File: src/hw/rtl/assert_macros.svh
// Assertion helpers included by multi_channel_blink_timer_unit.
`ifndef ASSERT_MACROS_SVH
`define ASSERT_MACROS_SVH

// Property that must hold in the same cycle whenever the antecedent holds.
`define MCBT_ASSERT_NOW(label, ante, cons, msg) \
  label: assert property (@(posedge clk) disable iff (!rst_n) (ante) |-> (cons)) \
    else $error(msg);

// Property that must hold in the cycle after the antecedent holds.
`define MCBT_ASSERT_NEXT(label, ante, cons, msg) \
  label: assert property (@(posedge clk) disable iff (!rst_n) (ante) |=> (cons)) \
    else $error(msg);

`endif

File: src/hw/rtl/mcbt_pkg.sv
package mcbt_pkg;

  typedef enum logic [1:0] {
    OP_ADD    = 2'd0,
    OP_DELETE = 2'd1,
    OP_UPDATE = 2'd2,
    OP_RUN    = 2'd3
  } op_t;

  typedef enum logic [1:0] {
    MODE_DEAD = 2'd0,
    MODE_OFF  = 2'd1,
    MODE_ON   = 2'd2
  } mode_t;

  typedef enum logic [1:0] {
    KIND_ANSWER = 2'd0,
    KIND_TOGGLE = 2'd1,
    KIND_DONE   = 2'd2
  } kind_t;

  typedef enum logic [1:0] {
    STAT_OK       = 2'd0,
    STAT_NO_SLOT  = 2'd1,
    STAT_INACTIVE = 2'd2
  } status_t;

  typedef enum logic [1:0] {
    ST_IDLE,
    ST_SWEEP,
    ST_ANSWER
  } state_t;

  // One light's stored state, as it travels around the ring.
  typedef struct packed {
    mode_t       mode;
    logic [15:0] tick;
    logic [15:0] on_span;
    logic [15:0] off_span;
    logic [23:0] on_rgb;
    logic [23:0] off_rgb;
    logic [7:0]  pidx;
  } light_rec_t;

endpackage

File: src/hw/rtl/multi_channel_blink_timer_unit.sv
// Table of blinking lights, driven by one request channel and one result
// channel, both valid/ready. A request carries an opcode (add, delete,
// update, run one frame tick) plus the light parameters. Each request
// yields one or more results; the final one of a request has out_last set.
// The light records sit in a ring of LIGHTS cells that rotates by one
// position per step, so every request walks the whole table once through a
// single processing point at the head of the ring. A request is accepted,
// then passes through LIGHTS sweep steps, and then presents the command
// answer or tick-done result. The next request is taken in the cycle after
// the closing result is loaded, while that result may still sit in the
// output register. After LIGHTS steps the ring is back in its original
// order.
// Reset marks every light dead; no clearing pass is needed.
// When the receiver stalls, a pending result holds in the output register
// and the ring freezes until it has been taken, so nothing is lost.
module multi_channel_blink_timer_unit #(
  parameter int LIGHTS = 16
) (
  input  logic        clk,
  input  logic        rst_n,
  input  logic        in_valid,
  output logic        in_ready,
  input  logic [1:0]  in_op,
  input  logic [3:0]  in_light_id,
  input  logic [7:0]  in_palette_slot,
  input  logic [23:0] in_lit_color,
  input  logic [23:0] in_dark_color,
  input  logic [15:0] in_lit_frames,
  input  logic [15:0] in_dark_frames,
  output logic        out_valid,
  input  logic        out_ready,
  output logic [1:0]  out_kind,
  output logic [1:0]  out_status,
  output logic [3:0]  out_slot,
  output logic [7:0]  out_shown_index,
  output logic [23:0] out_shown_color,
  output logic        out_now_lit,
  output logic        out_last
);
  import mcbt_pkg::*;

  `include "assert_macros.svh"

  localparam int SW = (LIGHTS > 1) ? $clog2(LIGHTS) : 1;

  // Sequencer state and the latched request.
  state_t      state_r, state_nxt;
  logic [SW-1:0] slot_r, slot_nxt;
  logic        found_r, found_nxt;
  logic [3:0]  found_slot_r, found_slot_nxt;
  op_t         cmd_op_r;
  logic [3:0]  cmd_id_r;
  logic [7:0]  cmd_pidx_r;
  logic [23:0] cmd_lit_c_r;
  logic [23:0] cmd_dark_c_r;
  logic [15:0] cmd_lit_f_r;
  logic [15:0] cmd_dark_f_r;

  // Output register.
  logic        out_valid_r;
  kind_t       out_kind_r;
  status_t     out_status_r;
  logic [3:0]  out_slot_r;
  logic [7:0]  out_index_r;
  logic [23:0] out_color_r;
  logic        out_lit_r;
  logic        out_last_r;

  // Control decoded from the state.
  logic        accept;
  logic        can_step;
  logic        step_go;
  logic        ans_go;
  logic        last_slot;

  // The ring of cells.
  light_rec_t  cell_out [LIGHTS];
  light_rec_t  head;
  light_rec_t  new_rec;

  // Head processing results.
  logic        head_live;
  logic        id_hit;
  logic        emit;
  logic [16:0] cnt_inc;
  logic [15:0] cur_span;
  logic [SW+3:0] id_ext;
  logic [SW+3:0] slot_ext;
  logic [3:0]  slot4;

  kind_t       res_kind;
  status_t     res_status;
  logic [3:0]  res_slot;
  logic [7:0]  res_index;
  logic [23:0] res_color;
  logic        res_lit;
  logic        res_last;

  // A step may run only when the output register can take whatever it
  // produces this cycle.
  assign can_step  = !out_valid_r || out_ready;
  assign last_slot = (slot_r == SW'(LIGHTS - 1));

  // Next-state logic of the sequencer.
  always_comb begin
    state_nxt = state_r;
    case (state_r)
      ST_IDLE: begin
        if (in_valid) begin
          state_nxt = ST_SWEEP;
        end
      end
      ST_SWEEP: begin
        if (can_step && last_slot) begin
          state_nxt = ST_ANSWER;
        end
      end
      ST_ANSWER: begin
        if (can_step) begin
          state_nxt = ST_IDLE;
        end
      end
      default: begin
        state_nxt = ST_IDLE;
      end
    endcase
  end

  // Output logic of the sequencer.
  always_comb begin
    in_ready = 1'b0;
    step_go  = 1'b0;
    ans_go   = 1'b0;
    case (state_r)
      ST_IDLE: begin
        in_ready = 1'b1;
      end
      ST_SWEEP: begin
        step_go = can_step;
      end
      ST_ANSWER: begin
        ans_go = can_step;
      end
      default: begin
        in_ready = 1'b0;
      end
    endcase
  end

  assign accept = in_valid && in_ready;

  // Ring of cells: each cell takes its upper neighbor, and the top cell
  // takes the record that the head logic has just processed.
  for (genvar i = 0; i < LIGHTS; i++) begin : g_ring
    light_rec_t rec_feed;
    if (i == LIGHTS - 1) begin : g_tail
      assign rec_feed = new_rec;
    end else begin : g_link
      assign rec_feed = cell_out[i + 1];
    end
    mcbt_cell u_cell (
      .clk      (clk),
      .rst_n    (rst_n),
      .shift_en (step_go),
      .rec_in   (rec_feed),
      .rec_out  (cell_out[i])
    );
  end

  assign head      = cell_out[0];
  assign head_live = (head.mode == MODE_OFF) || (head.mode == MODE_ON);
  assign id_ext    = {{SW{1'b0}}, cmd_id_r};
  assign slot_ext  = {4'b0000, slot_r};
  assign id_hit    = (id_ext == slot_ext);
  assign slot4     = slot_ext[3:0];
  assign cur_span  = (head.mode == MODE_ON) ? head.on_span : head.off_span;
  assign cnt_inc   = {1'b0, head.tick} + 17'd1;

  // Work on the record at the head of the ring, and form the result of
  // the step or of the closing answer.
  always_comb begin
    new_rec        = head;
    emit           = 1'b0;
    found_nxt      = found_r;
    found_slot_nxt = found_slot_r;
    res_kind       = KIND_ANSWER;
    res_status     = STAT_OK;
    res_slot       = 4'd0;
    res_index      = 8'd0;
    res_color      = 24'd0;
    res_lit        = 1'b0;
    res_last       = 1'b0;

    if (state_r == ST_SWEEP) begin
      case (cmd_op_r)
        OP_ADD: begin
          if (!found_r && !head_live) begin
            new_rec.mode     = MODE_OFF;
            new_rec.tick     = 16'd0;
            new_rec.on_span  = cmd_lit_f_r;
            new_rec.off_span = cmd_dark_f_r;
            new_rec.on_rgb   = cmd_lit_c_r;
            new_rec.off_rgb  = cmd_dark_c_r;
            new_rec.pidx     = cmd_pidx_r;
            found_nxt        = 1'b1;
            found_slot_nxt   = slot4;
          end
        end
        OP_DELETE: begin
          if (id_hit && head_live) begin
            new_rec.mode = MODE_DEAD;
            found_nxt    = 1'b1;
          end
        end
        OP_UPDATE: begin
          if (id_hit && head_live) begin
            new_rec.on_span  = cmd_lit_f_r;
            new_rec.off_span = cmd_dark_f_r;
            new_rec.on_rgb   = cmd_lit_c_r;
            new_rec.off_rgb  = cmd_dark_c_r;
            found_nxt        = 1'b1;
          end
        end
        OP_RUN: begin
          if (head_live) begin
            if (cnt_inc >= {1'b0, cur_span}) begin
              new_rec.tick = 16'd0;
              emit         = 1'b1;
              res_kind     = KIND_TOGGLE;
              res_slot     = slot4;
              res_index    = head.pidx;
              if (head.mode == MODE_OFF) begin
                new_rec.mode = MODE_ON;
                res_color    = head.on_rgb;
                res_lit      = 1'b1;
              end else begin
                new_rec.mode = MODE_OFF;
                res_color    = head.off_rgb;
              end
            end else begin
              new_rec.tick = cnt_inc[15:0];
            end
          end
        end
        default: begin
          new_rec = head;
        end
      endcase
    end else if (state_r == ST_ANSWER) begin
      res_last = 1'b1;
      case (cmd_op_r)
        OP_ADD: begin
          res_status = found_r ? STAT_OK : STAT_NO_SLOT;
          res_slot   = found_r ? found_slot_r : 4'd0;
        end
        OP_DELETE, OP_UPDATE: begin
          res_status = found_r ? STAT_OK : STAT_INACTIVE;
          res_slot   = cmd_id_r;
        end
        OP_RUN: begin
          res_kind = KIND_DONE;
        end
        default: begin
          res_kind = KIND_ANSWER;
        end
      endcase
    end
  end

  assign slot_nxt = accept ? '0 : (step_go ? SW'(slot_r + 1'b1) : slot_r);

  // Sequencer control registers.
  always_ff @(posedge clk) begin
    if (!rst_n) begin
      state_r      <= ST_IDLE;
      slot_r       <= '0;
      found_r      <= 1'b0;
      found_slot_r <= 4'd0;
    end else begin
      state_r <= state_nxt;
      slot_r  <= slot_nxt;
      if (accept) begin
        found_r      <= 1'b0;
        found_slot_r <= 4'd0;
      end else if (step_go) begin
        found_r      <= found_nxt;
        found_slot_r <= found_slot_nxt;
      end
    end
  end

  // The request is held for the whole sweep.
  always_ff @(posedge clk) begin
    if (accept) begin
      cmd_op_r     <= op_t'(in_op);
      cmd_id_r     <= in_light_id;
      cmd_pidx_r   <= in_palette_slot;
      cmd_lit_c_r  <= in_lit_color;
      cmd_dark_c_r <= in_dark_color;
      cmd_lit_f_r  <= in_lit_frames;
      cmd_dark_f_r <= in_dark_frames;
    end
  end

  // Output register: loaded by a toggling step or by the closing answer,
  // emptied when the receiver takes it.
  always_ff @(posedge clk) begin
    if (!rst_n) begin
      out_valid_r <= 1'b0;
    end else if ((step_go && emit) || ans_go) begin
      out_valid_r <= 1'b1;
    end else if (out_ready) begin
      out_valid_r <= 1'b0;
    end
  end

  always_ff @(posedge clk) begin
    if ((step_go && emit) || ans_go) begin
      out_kind_r   <= res_kind;
      out_status_r <= res_status;
      out_slot_r   <= res_slot;
      out_index_r  <= res_index;
      out_color_r  <= res_color;
      out_lit_r    <= res_lit;
      out_last_r   <= res_last;
    end
  end

  assign out_valid       = out_valid_r;
  assign out_kind        = out_kind_r;
  assign out_status      = out_status_r;
  assign out_slot        = out_slot_r;
  assign out_shown_index = out_index_r;
  assign out_shown_color = out_color_r;
  assign out_now_lit     = out_lit_r;
  assign out_last        = out_last_r;

  // The ring advances exactly one position per sweep step.
  `MCBT_ASSERT_NEXT(a_slot_advance, step_go && !last_slot,
    slot_r == SW'($past(slot_r) + 1'b1), "sweep position did not advance")

  // Only a run tick produces results in the middle of a sweep.
  `MCBT_ASSERT_NOW(a_emit_run_only, step_go && emit, cmd_op_r == OP_RUN,
    "result emitted during a non-run sweep")

  // The ring must not move while a result is waiting on the receiver.
  `MCBT_ASSERT_NOW(a_freeze_on_stall, out_valid_r && !out_ready, !step_go && !ans_go,
    "table advanced while output was stalled")

  // The closing answer ends the request and frees the request channel.
  `MCBT_ASSERT_NEXT(a_answer_last, ans_go,
    out_valid_r && out_last_r && state_r == ST_IDLE, "closing result missing or not last")

endmodule

File: src/hw/rtl/mcbt_cell.sv
module mcbt_cell (
  input  logic                clk,
  input  logic                rst_n,
  input  logic                shift_en,
  input  mcbt_pkg::light_rec_t rec_in,
  output mcbt_pkg::light_rec_t rec_out
);
  import mcbt_pkg::*;

  light_rec_t rec_r;

  // Only the mode needs a reset: every other field is rewritten by an add
  // before a light becomes live.
  always_ff @(posedge clk) begin
    if (!rst_n) begin
      rec_r.mode <= MODE_DEAD;
    end else if (shift_en) begin
      rec_r.mode <= rec_in.mode;
    end
    if (shift_en) begin
      rec_r.tick     <= rec_in.tick;
      rec_r.on_span  <= rec_in.on_span;
      rec_r.off_span <= rec_in.off_span;
      rec_r.on_rgb   <= rec_in.on_rgb;
      rec_r.off_rgb  <= rec_in.off_rgb;
      rec_r.pidx     <= rec_in.pidx;
    end
  end

  assign rec_out = rec_r;

endmodule
File: config.mk
export PLATFORM = sky130hd
export DESIGN_NAME = multi_channel_blink_timer_unit
export DESIGN_NICKNAME = d
export VERILOG_FILES = /design/src/hw/rtl/mcbt_pkg.sv /design/src/hw/rtl/multi_channel_blink_timer_unit.sv /design/src/hw/rtl/mcbt_cell.sv
export VERILOG_INCLUDE_DIRS = /design/src /design/src/hw/rtl
export SDC_FILE = /design/constraint.sdc
export NUM_CORES = 1
export LEC_CHECK = 0
export BUFFER_PORTS_ARGS = -buffer_cell sky130_fd_sc_hd__buf_2
export CAP_MARGIN = 10
export CORE_MARGIN = 2
export CORE_UTILIZATION = 24
export CTS_BUF_LIST = sky130_fd_sc_hd__clkbuf_8
export DETAILED_ROUTE_END_ITERATION = 8
export GPL_TIMING_DRIVEN = 0
export SLEW_MARGIN = 40
export SYNTH_ARGS = -nofsm -noshare
export SYNTH_HDL_FRONTEND = slang
export SYNTH_HIERARCHICAL = 1
export SYNTH_SLANG_ARGS = --single-unit
File: constraint.sdc
create_clock -name clk -period 98.2 [get_ports clk]
set_input_delay 4.91 -clock clk [delete_from_list [all_inputs] [get_ports clk]]
set_output_delay 4.91 -clock clk [all_outputs]
set_load 0.05 [all_outputs]
Yosys cells after proc, flatten, opt, wreduce, memory -nomap -nowiden

Index checks and enable logic that the tools add are counted.

Bitwise logic cells: 2
Reductions and logical operators: 22
Div/mod/pow operators: 0
Multiplexer cells: 48
Equal/unequal tests: 14
Multiply operators: 0
Shift operators: 0
Magnitude comparators: 1
Add/sub/neg operators: 2

Operators with widths:

| kind                                                            | number |
|---|---|
| 106-bit 2-to-1 mux                                              | 2 |
| 80-bit one-hot mux with 2 select lines                          | 1 |
| 80-bit 2-to-1 mux                                               | 1 |
| 16-bit 2-to-1 mux                                               | 2 |
| 16-bit one-hot mux with 2 select lines                          | 1 |
| 24-bit 2-to-1 mux                                               | 1 |
| 4-bit 2-to-1 mux                                                | 6 |
| 2-bit 2-to-1 mux                                                | 10 |
| 18-bit 2-to-1 mux                                               | 1 |
| 16-bit by 1-bit adder with 17-bit output, second input constant | 1 |
| 17-bit by 16-bit greater-or-equal comparator with 1-bit output  | 1 |
| 1-bit 2-to-1 mux                                                | 17 |
| 2-bit one-hot mux with 3 select lines                           | 2 |
| 2-bit == test, second input constant                            | 4 |
| 8-bit 2-to-1 mux                                                | 1 |
| 2-bit != test, second input constant                            | 4 |
| 4-bit one-hot mux with 2 select lines                           | 1 |
| 4-bit AND reduction                                             | 2 |
| 2-bit by 1-bit == test with 1-bit output, second input constant | 3 |
| 2-bit OR reduction                                              | 3 |
| 1-bit logical AND                                               | 5 |
| 5-bit AND reduction                                             | 1 |
| 4-bit by 1-bit adder with 4-bit output, second input constant   | 1 |
| 4-bit == test                                                   | 1 |
| other kinds (10)                                                | 17 |

Bits in read-only memories: 0
Bits in latches: 0
Memory bits (writable): 0
Memories kept: 0
Word-level logic and storage cells: 220
Flip-flop bits (word level): 1844

Logic depth before layout (Yosys ltp)

Gate-level depths: netlist of the first run.

Depth after elaboration: 10
Mapped depth: 16
Mapped depth without buffers: 14

Hierarchy

Netlist of the first run, hierarchy kept.

Modules (own cells, without submodules):

| module                         | times used | cells each | seq. area each (sq um) | area each (sq um) |
|---|---|---|---|---|
| mcbt_cell                      | 16         | 110        | 3163.0                 | 3195.6 |
| multi_channel_blink_timer_unit | 1          | 583        | 4324.1                 | 7407.1 |

Worst setup path before layout of the first run

OpenSTA, ideal clock, no wires.

Path kind: input to register
Start point: input out_ready
End point: register found_r
Setup slack: 16.583 ns
Buffers on the path: 0
Required time: 98.129 ns
Stages: 5
Library setup time: 0.071 ns
Arrival time: 81.546 ns
Path through: nor2b_1 nor2_1 inv_1 a2111o_1 a21oi_1

Word-level cells in the longest chain between the ends: 3

Ends and longest elaborated chain:

| what                                 | line                                  | source |
|---|---|---|
| start, declared                      | multi_channel_blink_timer_unit.sv:31  | `input logic out_ready,` |
| 1-bit logical OR                     | multi_channel_blink_timer_unit.sv:101 | `assign can_step = !out_valid_r \|\| out_ready;` |
| 1-bit 2-to-1 mux                     | multi_channel_blink_timer_unit.sv:134 | `case (state_r)` |
| net step_go                          | multi_channel_blink_timer_unit.sv:72  | `logic step_go;` |
| 5-bit AND reduction (no source line) | -                                     |  |
| end signal, assigned                 | multi_channel_blink_timer_unit.sv:286 | `found_r <= found_nxt;` |
| end, declared                        | multi_channel_blink_timer_unit.sv:49  | `logic found_r, found_nxt;` |

The timed path passes the listed nets, and every way through them passes these cells.
A chain may end at the register's enable or synchronous reset.

Worst setup path after layout of the first run

Start point: input out_ready
End point: register g_ring[8].u_cell.rec_r, in the netlist g_ring[8].u_cell/rec_out[13], enable pin

Word-level cells in the longest chain between the ends: 2

Ends and longest elaborated chain:

| what             | line                                  | source |
|---|---|---|
| 1-bit logical OR | multi_channel_blink_timer_unit.sv:101 |  |
| 1-bit 2-to-1 mux | multi_channel_blink_timer_unit.sv:134 |  |
| net step_go      | multi_channel_blink_timer_unit.sv:72  |  |
| end, declared    | mcbt_cell.sv:10                       | `light_rec_t rec_r;` |

The timed path passes the listed nets, and every way through them passes these cells.

==> qor.txt, run 1 <==
Horiz. Die Dim: 497.9 um
hold_buf cts: 0
layout cells sized above 1: 0.2036
post-CTS setup buffers: 0
Max Root-Sink Buffers: 4
IO Count: 142
CP Max Fanout: 23
dpl cells: 5791
critical path's slowest cell: nor2_4
grt total ovfl: 0
number of synthesized flops with an enable pin: 1800
post-placement cell area: 65460 um2
Area growth syn-to-layout: 20.59%
Hold Crit Depth: 0
CP Capture Type: flip-flop
Synth warnings: 6
Hold Fails Final Rpt: 0
Mapped Avg Cell Area: 24.98 um2
DRC violations left: 0
Mapped Nets: 2465
max-cap viol count: 0
CP peak stage delay: 0.39 ns
clk_skew: 0.1318 ns
f_max: 133.3 MHz
sequential-to-total area share from yosys stat: 0.9384
Least-Margin Pin Slew: 0.8619 ns
Fin Hold WS: 0.3524 ns
Top cell by count, worst path: buf_8
CTS tree: done
crit-path cells: buf_2 > nor2b_1 > nor2_4 > buf_8 > buf_16 > buf_16 > buf_8 > buf_8 > buf_16 > buf_16 > buf_8 > buf_8 > buf_16 > buf_8 > buf_8 > buf_8
area leader, netlist: edfxtp_1
NumNets Final: 3007
Peak VDD IR: 0.01183 mV
#FFs+latches synth: 1844
Floorplan Core Area: 242800 um2
status: completed
fin area: 70590 um2
hpwl dp: 60350 um
PD cells: 22.21 nW/um2
final RePlAce weighted congestion: 0.7644
Worst-Skew Late Latency: 1.00 ns
first-pass GRT wire length: 141800 um
RSZ-0062 raised after global routing: false
I/O Buffers: 141
Final TNS setup: 0 ns
synthesized instance count: 2343
Routed WL per cell: 15.24 um
GRT Resource Usage Total: 0.07550
Arr. time, crit path: 8.19 ns
Slew headroom: 0.4254
mapped cell area: 58540 um2
post-DR vias/cell: 3.687
initial core utilization: 0.2411
Detail Route Antenna Nets: 0
pin count of the biggest net entering global routing: 61
top-count cell post-synth: edfxtp_1
reg2reg path depth: 18
CTS Buf Count: 294
final worst path period share: 0.07640
DIE AREA: 247900 um2
post-route insts no fill: 6294
fin. max-slew vios: 0
min Tclk post-route: 7.503 ns
Crit Path Category: in -> reg
FFs w/ async S/R, synth: 0
post-cts sizing count: 0
antenna violations before repair: 13
Routed WL: 95900 um
Die Span Y: 497.9 um
1st-pass router iterations: 5
Req. time, crit path: 98.88 ns
share of Yosys cell area claimed by the top area cell type: 0.9234
Main synth FF type: edfxtp_1
Distinct cells, synth: 53
clk slew on worst S/H paths: 0.06 ns
Commonest cells post-synth: edfxtp_1 (1800), a22o_1 (80), mux2i_1 (75)
final core utilization: 0.2908
Rows: 181
top cells by area, synth: edfxtp_1 (92%), dfxtp_1 (1.5%), mux2i_1 (1.3%)
CP Launch Type: input port
hold crit path type: reg -> reg
clock root cell: clkbuf_8
vias in the first global route: 23280
CTS Sinks: 1844
via count: 23200
Initial DRC Count: 2061
Leakage: 23.36 nW
# setup viols final: 0
H-tree Lvls: 5
[final timing paths]
path / from / to / slack [ns]
max reg2reg: g_ring[0].u_cell/rec_out[104] / out_shown_index[2] / 92.11
min reg2reg: g_ring[3].u_cell/rec_out[6] / g_ring[2].u_cell/rec_out[6] / 0.35
min: g_ring[3].u_cell/rec_out[6] / g_ring[2].u_cell/rec_out[6] / 0.35
max: out_ready / g_ring[8].u_cell/rec_out[13] / 90.70
[state kept, by name (all words and copies together), names as in the netlist, 8 cells and up]
register	flops
cmd_lit_c_r	24
cmd_pidx_r	8
out_shown_color	24
cmd_dark_f_r	16
g_ring.u_cell/rec_out	1696
cmd_lit_f_r	16
out_shown_index	8
cmd_dark_c_r	24
[metal layers]
layer | routed length (um) | GRT usage | vias up
li1 | - | - | 10600
met1 | 47180 | 0.1094 | 11720
met2 | 40370 | 0.1042 | 668
met3 | 5506 | 0.02077 | 221
met4 | 2847 | 0.03431 | 0
met5 | 0 | 0 | -
[cell usage in the layout, fill, tap and decap left out, types with 5 or more instances in the layout]
master,netlist,routed
nor2_1,44,42
diode_2,0,7
clkbuf_8,0,301
buf_16,0,47
clkbuf_2,0,5
inv_1,13,101
bufinv_16,0,5
nand2b_1,9,9
a31oi_1,6,6
mux2i_1,75,75
xor2_1,6,6
a22o_1,80,80
and3_1,6,6
buf_2,4,145
dfxtp_1,44,44
nor2b_1,36,34
nand4_1,5,5
clkbuf_1,29,24
mux2_2,9,9
and2_1,12,12
clkinv_2,1,32
edfxtp_1,1800,1800
o21ai_0,6,6
clkinv_1,0,57
buf_8,0,56
xnor2_1,12,12
a21oi_1,11,9
o22ai_1,5,5
clkinvlp_4,0,7
a32o_1,5,5
nand3_1,14,14
ha_1,24,24
nand2_1,37,37
[critical path: cells and delay by family]
kind	cells	cell delay (ns)
and+or+nand+nor	2	0.50
buffers and inverters	14	2.69
[metrics by stage]
| stage | worst slack [ns] | total power, mW |
|---|---|---|
| after floorplan | 16.58 | 1.109 |
| after global placement | -10.53 | 1.174 |
| after detailed placement | 89.64 | 1.008 |
| after CTS | 90.78 | 1.597 |
| after global routing | 90.55 | 1.636 |
| final | 90.70 | 1.568 |
[kinds of logic after synthesis]
kind of cell | after synthesis | synth area share
buffers and inverters | 50 | 0.003505
and+or+nand+nor | 182 | 0.01599
xor gates and xnor gates | 18 | 0.002693
DFF | 1844 | 0.9384
adders and majority gates | 24 | 0.005130
AOI/OAI and AO/OA | 141 | 0.01969
muxes | 84 | 0.01456
[final cells by class]
type,instances,area (um2)
diodes,7,17.52
plain buffers,36,157.7
clock buffers,301,4143
clock inverters,195,965.9
fillers,23440,172200
inverters,14,61.31
multi-input cells,449,3446
flip-flops and latches,1844,54930
well taps,3202,4006
repair buffers,246,2859
[report_power, final]
| group | internal (mW) | total [mW] | switching, mW | leakage (nW) |
|---|---|---|---|---|
| sequential | 0.921 | 0.936 | 0.0143 | 17.4 |
| clock | 0.297 | 0.577 | 0.280 | 2.95 |
| combinational | 0.0198 | 0.0552 | 0.0354 | 3.04 |
(Power assumes the default switching activity.)
==> run 2: changes to the inputs <==
--- a/config.mk
+++ b/config.mk
@@ -6,6 +6,7 @@
 export SDC_FILE = /design/constraint.sdc
 export NUM_CORES = 1
 export LEC_CHECK = 0
+export ABC_AREA = 1
 export BUFFER_PORTS_ARGS = -buffer_cell sky130_fd_sc_hd__buf_2
 export CAP_MARGIN = 10
 export CORE_MARGIN = 2
==> constraint.sdc (replaced) <==
create_clock -name clk -period 7.3 [get_ports clk]
set_input_delay 0.365 -clock clk [delete_from_list [all_inputs] [get_ports clk]]
set_output_delay 0.365 -clock clk [all_outputs]
set_load 0.05 [all_outputs]
==> run 2 against run 1 <==
  * The run now ends with DRC left
  * Count of clock-buffer cells in the layout down 20
  * Global-route usage up 0.28 points
  * First-iteration DRC count up 24%
  * Critical path depth down 1
  * Power rose to 13 times the previous value
  * Non-clock buffer count up 130
  * Via count up 9.7%
  * Routed wire length up 5.4%
  * Critical path type is now reg -> reg
  * Critical endpoint is now out_shown_color[11]
  * Highest routed layer unchanged
==> qor.txt, run 2 <==
status: finished with violations (was completed)
failing checks: DRC
IO Count: 142 (unchanged)
Synth warnings: 6 (unchanged)
top cells by area, synth: edfxtp_1 (91%), dfxtp_1 (1.5%), nand2_1 (1.2%) (was edfxtp_1 (92%), dfxtp_1 (1.5%), mux2i_1 (1.3%))
critical path's slowest cell: edfxtp_1 (was nor2_4)
area leader, netlist: edfxtp_1 (unchanged)
initial core utilization: 0.2412 (was 0.2411)
CTS Buf Count: 274 (was 294)
1st-pass router iterations: 9 (was 5)
Distinct cells, synth: 39 (was 53)
Least-Margin Pin Slew: 0.7604 ns (was 0.8619 ns)
Sw Ratio: 0.2144 (was 0.2103)
post-cts sizing count: 0 (unchanged)
CP peak stage delay: 0.61 ns (was 0.39 ns)
Arr. time, crit path: 4.98 ns (was 8.19 ns)
Routed WL per cell: 14.85 um (was 15.24 um)
vias in the first global route: 25290 (was 23280)
CP Max Fanout: 15 (was 23)
most frequent cells in the layout: edfxtp_1 (1800), clkbuf_8 (281), inv_1 (241), nand2_1 (187), buf_2 (156) (was edfxtp_1 (1800), clkbuf_8 (301), buf_2 (145), inv_1 (101), a22o_1 (80))
pin count of the biggest net entering global routing: 52 (was 61)
Peak VDD IR: 0.1816 mV (was 0.01183 mV)
PD cells: 290.3 nW/um2 (was 22.21 nW/um2)
first-pass GRT wire length: 149000 um (was 141800 um)
final worst path period share: 0.5872
Final WS setup: 3.014 ns (was 90.70 ns)
via count: 25460 (was 23200)
post-DR vias/cell: 3.740 (was 3.687)
I/O Buffers: 141 (unchanged)
Leakage: 24.21 nW (was 23.36 nW)
Horiz. Die Dim: 501.2 um (was 497.9 um)
Initial DRC Count: 2563 (was 2061)
Rows: 182 (was 181)
CTS Sinks: 1844 (unchanged)
DIE AREA: 251200 um2 (was 247900 um2)
Combinational Power Share: 0.045 (was 0.035)
FFs w/ async S/R, synth: 0 (unchanged)
dpl ws: 3.061 ns (was 89.64 ns)
Floorplan Core Area: 245900 um2 (was 242800 um2)
Mapped Nets: 2885 (was 2465)
final core utilization: 0.2932 (was 0.2908)
share of Yosys cell area claimed by the top area cell type: 0.9110 (was 0.9234)
commonest non-fill, non-tap cell in the layout: edfxtp_1 (unchanged)
NumNets Final: 3528 (was 3007)
clk slew on worst S/H paths: 0.07 ns (was 0.06 ns)
clock root cell: clkbuf_8 (unchanged)
post-CTS setup buffers: 0 (unchanged)
Final TNS setup: 0 ns (unchanged)
max-cap viol count: 0 (unchanged)
Die Span Y: 501.2 um (was 497.9 um)
hold crit path type: in -> reg (was reg -> reg)
hpwl dp: 63580 um (was 60350 um)
# setup viols final: 0 (unchanged)
clk_skew: 0.07715 ns (was 0.1318 ns)
Crit Path Category: reg -> reg (was in -> reg)
f_max: 233.3 MHz
max reg flops: 1696 (unchanged)
Mapped Avg Cell Area: 21.47 um2 (was 24.98 um2)
H-tree Lvls: 5 (unchanged)
post-placement cell area: 66150 um2 (was 65460 um2)
DRC violations left: 2 (was 0)
clock share of power: 0.352 (was 0.368)
GRT Resource Usage Total: 0.07831 (was 0.07550)
Req. time, crit path: 7.99 ns (was 98.88 ns)
fin area: 72120 um2 (was 70590 um2)
sequential share of power: 0.603 (was 0.597)
P_sw: 4.490 mW (was 329.8 uW)
Main synth FF type: edfxtp_1 (unchanged)
Fin Hold WS: 0.1128 ns (was 0.3524 ns)
antenna violations before repair: 5 (was 13)
CTS tree: done (unchanged)
Commonest cells post-synth: edfxtp_1 (1800), nand2_1 (187), inv_1 (170) (was edfxtp_1 (1800), a22o_1 (80), mux2i_1 (75))
Crit path max-delay family: simple AND/OR/NAND/NOR gates (was buffers and inverters)
final RePlAce weighted congestion: 0.7867 (was 0.7644)
grt total ovfl: 0 (unchanged)
Worst-Skew Late Latency: 0.97 ns (was 1.00 ns)
top-count cell post-synth: edfxtp_1 (unchanged)
synthesized instance count: 2763 (was 2343)
number of synthesized flops with an enable pin: 1800 (unchanged)
Buf/Inv on CP: 3 (was 14)
Slew headroom: 0.4919 (was 0.4254)
Hold Fails Final Rpt: 0 (unchanged)
design internal power: 16.45 mW (was 1.238 mW)
Detail Route Antenna Nets: 0 (unchanged)
min Tclk post-route: 4.286 ns
CP Capture Type: flip-flop (unchanged)
layout cells sized above 1: 0.1715 (was 0.2036)
mapped cell area: 59330 um2 (was 58540 um2)
#FFs+latches synth: 1844 (unchanged)
crit-path cells: nand2_1 > nor2_1 > nand4_1 > xnor2_1 > ha_1 > a21oi_1 > a21boi_0 > nand3_1 > nor2_2 > nand2_4 > nand2_4 > buf_2 > a21oi_4 > buf_8 > buf_8 (was buf_2 > nor2b_1 > nor2_4 > buf_8 > buf_16 > buf_16 > buf_8 > buf_8 > buf_16 > buf_16 > buf_8 > buf_8 > buf_16 > buf_8 > buf_8 > buf_8)
Routed WL: 101100 um (was 95900 um)
fin. max-slew vios: 0 (unchanged)
sequential-to-total area share from yosys stat: 0.9259 (was 0.9384)
CP Launch Type: flip-flop (was input port)
Max Root-Sink Buffers: 4 (unchanged)
Area growth syn-to-layout: 21.56% (was 20.59%)
RSZ-0062 raised after global routing: false (unchanged)
==> run 2: metrics by stage <==
step / total power [mW] / std cells
4_1_cts: 21.28 / 6795
3_3_place_gp: 14.33 / 6124
3_5_place_dp: 13.74 / 6224
5_1_grt: 21.86 / 6803
6_report: 20.94 / 6807
2_1_floorplan: 13.82 / 2763
==> run 2: worst paths after layout <==
| check | startpoint | endpoint | slack, ns | cells after the start |
|---|---|---|---|---|
| worst min-delay path | in_dark_color[9] | cmd_dark_c_r[9] | 0.11 | 2 |
| worst min register to register | g_ring[5].u_cell/rec_out[33] | g_ring[4].u_cell/rec_out[33] | 0.38 | 0 |
| worst max register to register | g_ring[0].u_cell/rec_out[96] | out_shown_color[11] | 3.01 | 15 |
| worst max-delay path | g_ring[0].u_cell/rec_out[96] | out_shown_color[11] | 3.01 | 15 |
==> run 2: timing repair <==
action                                 4_1_cts  5_1_grt
endpoints found under the hold margin      129        0
setup endpoints to repair                    0        0
hold buffers                               126        0
==> run 2: worst register-to-register path, cell delays in order (launching register included) <==
cell	delay, ns
edfxtp_1	0.61
nand2_1	0.17
nor2_1	0.24
nand4_1	0.17
xnor2_1	0.33
ha_1	0.31
a21oi_1	0.12
a21boi_0	0.28
nand3_1	0.13
nor2_2	0.27
nand2_4	0.14
nand2_4	0.19
buf_2	0.42
a21oi_4	0.23
buf_8	0.23
buf_8	0.19
==> run 2: kinds of logic (layout without fill, tap and decap cells) <==
kind of cell | Yosys count | count (layout) | share of synthesized area
compound gates | 197 | 197 | 0.01847
xor+xnor | 11 | 11 | 0.001624
fa+ha+maj | 24 | 24 | 0.005061
buf+inv | 218 | 1030 | 0.01531
flops | 1844 | 1844 | 0.9259
other cells | 0 | 12 | 0
simple gates | 469 | 469 | 0.03364
==> run 2: layout make-up <==
type | count | area, um2
timing repair buffer | 367 | 4006
clock buffer | 281 | 3867
sequential | 1844 | 54940
inverter | 173 | 659.4
antenna | 12 | 30.03
fill | 23720 | 173800
buffer | 45 | 259.0
multi-input combinational | 701 | 3522
clock inverter | 164 | 809.5
tap | 3220 | 4029
==> run 2: power by group through the flow <==
stage	Clock [mW]	Combinational (mW)	Sequential, mW
floorplan	0	0.488	13.3
global placement	0	0.720	13.6
detailed placement	0	0.898	12.8
CTS	7.70	0.952	12.6
global route	8.16	1.04	12.7
finish	7.38	0.942	12.6
==> run 2: metal layers <==
| layer | track usage | vias up | wire length [um] |
|---|---|---|---|
| met2 | 0.1105 | 811 | 43220 |
| li1 | - | 11800 | - |
| met3 | 0.02057 | 245 | 6678 |
| met4 | 0.03191 | 0 | 2632 |
| met5 | 0 | - | 0 |
| met1 | 0.1133 | 12600 | 48580 |
